## src/rtl/core/awb_pkg.sv

```systemverilog
// ---------------------------------------------------------------------------
// awb_pkg
// Shared types and constants of the affine warp unit.
// ---------------------------------------------------------------------------
package awb_pkg;

    localparam int unsigned MISS_W   = 17;
    localparam logic [16:0] MISS_MAX = 17'd65536;

    localparam logic [2:0] REG_ACROSS_X = 3'd0;
    localparam logic [2:0] REG_ACROSS_Y = 3'd1;
    localparam logic [2:0] REG_DOWN_X   = 3'd2;
    localparam logic [2:0] REG_DOWN_Y   = 3'd3;
    localparam logic [2:0] REG_START_X  = 3'd4;
    localparam logic [2:0] REG_START_Y  = 3'd5;
    localparam logic [2:0] REG_WIDTH    = 3'd6;
    localparam logic [2:0] REG_HEIGHT   = 3'd7;

    // Neighbor select: top left, top right, bottom left, bottom right.
    localparam logic [1:0] NB_TL = 2'd0;
    localparam logic [1:0] NB_TR = 2'd1;
    localparam logic [1:0] NB_BL = 2'd2;
    localparam logic [1:0] NB_BR = 2'd3;

    typedef enum logic [3:0] {
        t_ST_IDLE,
        t_ST_MULX,
        t_ST_SUM,
        t_ST_RD0,
        t_ST_RD1,
        t_ST_RD2,
        t_ST_RD3,
        t_ST_LAST,
        t_ST_BLX,
        t_ST_BLY,
        t_ST_OUT
    } t_state;

    typedef struct packed {
        logic load;
        logic mul;
        logic sum;
        logic rd;
        logic [1:0] rd_sel;
        logic blx;
        logic bly;
        logic fin;
    } t_cmd;

    typedef struct packed {
        logic in_area;
        logic is_req;
        logic req_ok;
    } t_status;

endpackage

```

## src/rtl/core/awb_ctrl.sv

```systemverilog
// ---------------------------------------------------------------------------
// awb_ctrl
// Sequencer: issues one command per step of a warp request.
// ---------------------------------------------------------------------------
module awb_ctrl (
    input  logic              i_clk,
    input  logic              i_rst_n,
    input  logic              i_in_valid,
    input  logic              i_out_ready,
    input  awb_pkg::t_status  i_status,
    output logic              o_in_ready,
    output logic              o_out_valid,
    output awb_pkg::t_cmd     o_cmd
);
    awb_pkg::t_state r_state, n_state;
    logic            w_acc;

    assign w_acc = i_in_valid && o_in_ready;

    always_comb begin
        n_state = r_state;
        case (r_state)
            awb_pkg::t_ST_IDLE:
                if (w_acc && i_status.is_req && i_status.req_ok) n_state = awb_pkg::t_ST_MULX;
            awb_pkg::t_ST_MULX: n_state = awb_pkg::t_ST_SUM;
            awb_pkg::t_ST_SUM:  n_state = awb_pkg::t_ST_RD0;
            awb_pkg::t_ST_RD0:
                n_state = i_status.in_area ? awb_pkg::t_ST_RD1 : awb_pkg::t_ST_OUT;
            awb_pkg::t_ST_RD1:  n_state = awb_pkg::t_ST_RD2;
            awb_pkg::t_ST_RD2:  n_state = awb_pkg::t_ST_RD3;
            awb_pkg::t_ST_RD3:  n_state = awb_pkg::t_ST_LAST;
            awb_pkg::t_ST_LAST: n_state = awb_pkg::t_ST_BLX;
            awb_pkg::t_ST_BLX:  n_state = awb_pkg::t_ST_BLY;
            awb_pkg::t_ST_BLY:  n_state = awb_pkg::t_ST_OUT;
            awb_pkg::t_ST_OUT:
                if (i_out_ready) n_state = awb_pkg::t_ST_IDLE;
            default: n_state = awb_pkg::t_ST_IDLE;
        endcase
    end

    always_comb begin
        o_cmd       = '0;
        o_in_ready  = 1'b0;
        o_out_valid = 1'b0;
        case (r_state)
            awb_pkg::t_ST_IDLE: begin
                o_in_ready = 1'b1;
                o_cmd.load = w_acc;
            end
            awb_pkg::t_ST_MULX: o_cmd.mul = 1'b1;
            awb_pkg::t_ST_SUM:  o_cmd.sum = 1'b1;
            awb_pkg::t_ST_RD0: begin
                o_cmd.rd     = i_status.in_area;
                o_cmd.rd_sel = awb_pkg::NB_TL;
                o_cmd.fin    = !i_status.in_area;
            end
            awb_pkg::t_ST_RD1: begin o_cmd.rd = 1'b1; o_cmd.rd_sel = awb_pkg::NB_TR; end
            awb_pkg::t_ST_RD2: begin o_cmd.rd = 1'b1; o_cmd.rd_sel = awb_pkg::NB_BL; end
            awb_pkg::t_ST_RD3: begin o_cmd.rd = 1'b1; o_cmd.rd_sel = awb_pkg::NB_BR; end
            awb_pkg::t_ST_LAST: o_cmd.rd_sel = awb_pkg::NB_BR;
            awb_pkg::t_ST_BLX:  o_cmd.blx = 1'b1;
            awb_pkg::t_ST_BLY:  o_cmd.bly = 1'b1;
            awb_pkg::t_ST_OUT:  o_out_valid = 1'b1;
            default: ;
        endcase
    end

    always_ff @(posedge i_clk) begin
        if (!i_rst_n) r_state <= awb_pkg::t_ST_IDLE;
        else          r_state <= n_state;
    end

    a_out_only_in_out: assert property (@(posedge i_clk) disable iff (!i_rst_n)
        o_out_valid |-> r_state == awb_pkg::t_ST_OUT) else $error("out valid outside OUT");
    a_ready_excl: assert property (@(posedge i_clk) disable iff (!i_rst_n)
        !(o_in_ready && o_out_valid)) else $error("ready and valid together");
    a_out_holds: assert property (@(posedge i_clk) disable iff (!i_rst_n)
        o_out_valid && !i_out_ready |=> o_out_valid) else $error("result dropped");
endmodule

```

## config.mk

```make
export PLATFORM = sky130hd
export DESIGN_NAME = awb_ctrl
export DESIGN_NICKNAME = d
export VERILOG_FILES = /design/src/rtl/core/awb_pkg.sv /design/src/rtl/core/awb_ctrl.sv
export SDC_FILE = /design/constraint.sdc
export NUM_CORES = 1
export LEC_CHECK = 0
export ABC_CLOCK_PERIOD_IN_PS = 1900
export BUFFER_PORTS_ARGS = -buffer_cell sky130_fd_sc_hd__buf_2
export CAP_MARGIN = 0
export CORE_AREA = 10 10 47 49
export CTS_CLUSTER_DIAMETER = 30
export DETAILED_ROUTE_END_ITERATION = 10
export DIE_AREA = 0 0 57 59
export PLACE_DENSITY = 0.61
export SETUP_SLACK_MARGIN = 0.1
export SYNTH_ARGS = -nofsm -noshare
export SYNTH_HDL_FRONTEND = slang
export SYNTH_SLANG_ARGS = --single-unit
```

## constraint.sdc

```tcl
create_clock -name i_clk -period 1.9 [get_ports i_clk]
set_clock_uncertainty 0.05 [all_clocks]
set_input_delay 0.38 -clock i_clk [delete_from_list [all_inputs] [get_ports i_clk]]
set_output_delay 0.38 -clock i_clk [all_outputs]
set_load 0.05 [all_outputs]
```

## Word-level counts from Yosys, hierarchy flattened

Cells that the tools add are included.

- Equal/unequal tests: 12
- $add $sub $neg: 0
- $lt $le $gt $ge: 0
- Bitwise logic cells: 0
- Shift-type cells: 0
- Multiply operators: 0
- Reduce and logical (&&, ||, !) cells: 8
- Div/mod/pow operators: 0
- Muxes and demuxes: 14

Operator list:

| cell | number |
|---|---|
| $pmux W4 S11 | 1 |
| $eq A4 B3 Y1 const B | 4 |
| $eq A4 B4 Y1 const B | 3 |
| $mux W4 | 3 |
| $eq A4 B2 Y1 const B | 2 |
| $mux W1 | 8 |
| $pmux W2 S3 | 1 |
| $eq A4 B1 Y1 const B | 1 |
| $logic_not A4 Y1 | 1 |
| $ne A2 B2 Y1 const B | 2 |
| $logic_and A1 B1 Y1 | 3 |
| $reduce_or A3 Y1 | 1 |
| $pmux W1 S2 | 1 |
| $reduce_and A2 Y1 | 1 |
| $reduce_or A2 Y1 | 1 |
| $logic_not A1 Y1 | 1 |

- Register bits after elaboration: 4
- Output and inout port bits: 11
- Memories: 0
- Input bits: 7
- Logic and storage cells: 35
- Latch bits: 0
- Memory bits (read-only): 0
- Memory bits (writable): 0

## Depth between registers and ports, before layout

- Depth in word-level cells: 7
- Depth in mapped cells: 5
- Gate-level depth less buffers: 3

## Worst setup path before layout

OpenSTA, ideal clock, no wires.

- Path kind: flip-flop to output port
- From: register r_state[1]
- To: output o_cmd[3] in the netlist's numbering
- Required time: 1.470 ns
- Arrival time: 1.844 ns
- Path slack: -0.374 ns
- Cell stages (with the launch flop): 4
- Path buffers: 1
- Cell sequence: dfxtp_1 buf_2 nand2b_1 nor3b_1

RTL lines:

| item | line | RTL |
|---|---|---|
| from (decl) | awb_ctrl.sv:15 | `awb_pkg::t_state r_state, n_state;` |
| from (signal assigned) | awb_ctrl.sv:69 | `if (!i_rst_n) r_state <= awb_pkg::t_ST_IDLE;` |
| from (signal assigned) | awb_ctrl.sv:70 | `else r_state <= n_state;` |
| to (decl) | awb_ctrl.sv:13 | `output awb_pkg::t_cmd o_cmd` |

==> key figures <==
Run status
  – Run status: finished clean

Worst hold path
  – Hold wc startpoint: i_rst_n
  – Min-delay worst type: in -> reg
  – Hold EP: r_state[2]$_SDFFE_PN0P_
  – Hold Crit Depth: 2

Clock network
  – Worst-path clk slew: 0.03 ns
  – Clock buffer depth: 2
  – Clock Sinks: 4
  – Clock root buffer: clkbuf_4
  – H-tree depth: 1
  – Worst skew pair latency: 0.23 ns
  – CTS tree: yes
  – TritonCTS buffer count: 3

Final layout
  – Share of layout cells above drive strength 1: 62.1%
  – Top reg by flops: r_state
  – Largest registers: r_state: 4 flops
  – # fillers: 167
  – Final nets: 67
  – Number of diodes: 0
  – Max reg flops: 4
  – Area growth, synth to finish: 46.4%

Die
  – Core box area: 0.00140 mm2
  – Starting Density: 23.5%
  – Die area: 0.00336 mm2
  – IO Count: 18
  – Row count: 14
  – Die W: 57 um
  – Die H: 59 um

Critical path
  – CP arrival: 1.30 ns
  – Worst Setup Start Kind: register
  – Crit Path Category: reg -> out
  – FF-to-FF setup slack: 0.73 ns
  – R2r endpoint: r_state[3]$_SDFFE_PN0P_
  – Reg-to-reg startpoint: r_state[2]$_SDFFE_PN0P_
  – Max FO, Critical Path: 6
  – CP Capture Type: primary output
  – Worst reg-to-reg path cell count: 4
  – Data required, critical path: 1.47 ns

Synthesis
  – Yosys top cell area share: 24.3%
  – Number of flops mapped to enable cells by yosys: 0
  – Yosys cell types: 22
  – Synth Warn #: 0
  – Top FF cell, synth: dfxtp_1
  – Syn Nets: 47
  – Synth area leaders: dfxtp_1 (24%), buf_6 (6.8%), nor3_1 (6.1%)
  – Commonest cells post-synth: nor2_1 (5), dfxtp_1 (4), nor3_1 (4), a21oi_1 (3), nand2b_1 (3)
  – Seq/Total Area, Yosys: 24.3%
  – Synthesized cell area: 329 um2
  – Count leader, synth: nor2_1
  – Post-synth ARST share: 0%
  – Flops & latches, synth: 4
  – Largest area contributor in the netlist: dfxtp_1
  – Post-Synthesis Cells: 40
  – Mean post-synth cell area: 8.23 um2

Drt
  – DR vias/cell: 4.61
  – DR iter-0 viols: 2
  – # DRC: 0
  – Post-DRT Antenna Nets: 0
  – Vias: 341
  – Final wirelength: 930 um
  – DR WL/cell: 12.6 um
  – DRT Pass-1 Iters: 3

STA
  – Final period utilization: 91.3%
  – Post-layout minimum cycle time: 1.73 ns
  – Worst hold slack: 0.349 ns
  – Pins Over Slew Limit: 0
  – Final hold violation count: 0
  – Final setup vio count: 0
  – Worst Tran Pin Value: 0.245 ns
  – TNS Setup: 0 ns
  – Rel. slew slack: 83.7%
  – Fmax: 577 MHz
  – RSZ-0062 raised after global routing: no

Global routing
  – GRT Overall Usage: 5.89%
  – Pin count of the biggest net entering global routing: 13
  – Antenna violations before repair: 0
  – Vias in the first global route: 365
  – First-pass GRT wire length: 1560 um
  – Gr ovfl total: 0

Place
  – Detail Placement HPWL: 724 um
  – GP Congestion: 0.734
  – Input/output buffers: 17

Power and ir drop
  – VDD IR max: 265 uV
  – PD cells: 614 mW/mm2
  – Leakage: 0.230 nW

Job
  – Max cap viols: 0
[final cells by class]
cell class	count	area (um2)	area share [%]
clock buffers	3	22.5	4.68
multi-input cells	31	241	50.1
repair buffers	19	111	23.1
flip-flops and latches	4	82.6	17.1
well taps	16	20.0	4.16
inverters	1	3.75	0.779
[per-layer routing]
layer | GRT usage [%] | vias to the layer above | wire [um]
met5 | 0 | - | 0
met4 | 6.04 | 0 | 23
met3 | 2.58 | 2 | 98
met2 | 9.30 | 14 | 420
met1 | 5.49 | 147 | 387
li1 | - | 178 | -
[worst max-delay path by stage]
stage	startpoint	end	slack (ns)	depth (start not counted)
floorplan	r_state[3]$_SDFFE_PN0P_	o_cmd[8]	-0.09	5
global placement	r_state[2]$_SDFFE_PN0P_	o_cmd[8]	0.21	4
detailed placement	r_state[2]$_SDFFE_PN0P_	o_cmd[8]	0.22	4
CTS	r_state[2]$_SDFFE_PN0P_	o_cmd[8]	0.12	4
global route	r_state[1]$_SDFFE_PN0P_	o_cmd[3]	0.11	3
finish	r_state[2]$_SDFFE_PN0P_	o_cmd[8]	0.17	4
[logic make-up (layout without fill, tap and decap cells)]
logic type             after synthesis  count (layout)  synth area share (%)
AOI/OAI and AO/OA                   10              10                  24.7
and+or+nand+nor                     21              21                  39.9
buffers and inverters                5              23                  11.0
DFF                                  4               4                  24.3
[stage by stage]
step	utilization [%]	setup slack, ns	power, W	cells	area [um2]
after floorplan	-	-0.0919	0.000168	40	352
after global placement	31.3	0.212	0.000188	71	439
after detailed placement	31.3	0.216	0.000188	71	439
after CTS	33.7	0.117	0.000300	74	472
after global routing	34.4	0.112	0.000313	74	482
final	34.4	0.166	0.000296	74	482
[repair_timing]
| item | in CTS | in global routing |
|---|---|---|
| setup endpoints to repair | 5 | 3 |
| gates resized for setup | 5 | 3 |
| hold endpoints to repair | 0 | 0 |
| setup buffers | 0 | 0 |
| hold buffers | 0 | 0 |
[power breakdown]
group | switching, W | internal, W
registers | 0.0000120 | 0.0000891
logic | 0.0000577 | 0.0000334
clock network | 0.0000330 | 0.0000705
total | 0.000103 | 0.000193
[critical path, cell delays in order (launching register included)]
cell and delay, ns:
dfxtp_1 0.30, or2_4 0.29, nor3_4 0.18, and2_4 0.16, buf_6 0.15
[placed cells by master, fill, tap and decap left out]
| cell | netlist | routed |
|---|---|---|
| a21bo_2 | 1 | 1 |
| a21o_1 | 1 | 1 |
| a21oi_1 | 3 | 2 |
| a21oi_2 | 0 | 1 |
| a311oi_2 | 1 | 1 |
| and2_1 | 2 | 1 |
| and2_4 | 0 | 1 |
| and3b_1 | 1 | 1 |
| buf_2 | 2 | 14 |
| buf_4 | 0 | 3 |
| buf_6 | 2 | 1 |
| clkbuf_4 | 0 | 4 |
| dfxtp_1 | 4 | 2 |
| dfxtp_2 | 0 | 2 |
| inv_1 | 1 | 1 |
| nand2_1 | 1 | 1 |
| nand2b_1 | 3 | 3 |
| nand4b_1 | 1 | 1 |
| nor2_1 | 5 | 5 |
| nor3_1 | 4 | 1 |
| nor3_2 | 0 | 3 |
| nor3_4 | 1 | 1 |
| nor3b_2 | 0 | 1 |
| nor4bb_1 | 1 | 1 |
| o211ai_2 | 1 | 1 |
| o21ai_0 | 2 | 2 |
| o221a_2 | 1 | 1 |
| or2_4 | 0 | 1 |
(Power assumes the default switching activity.)
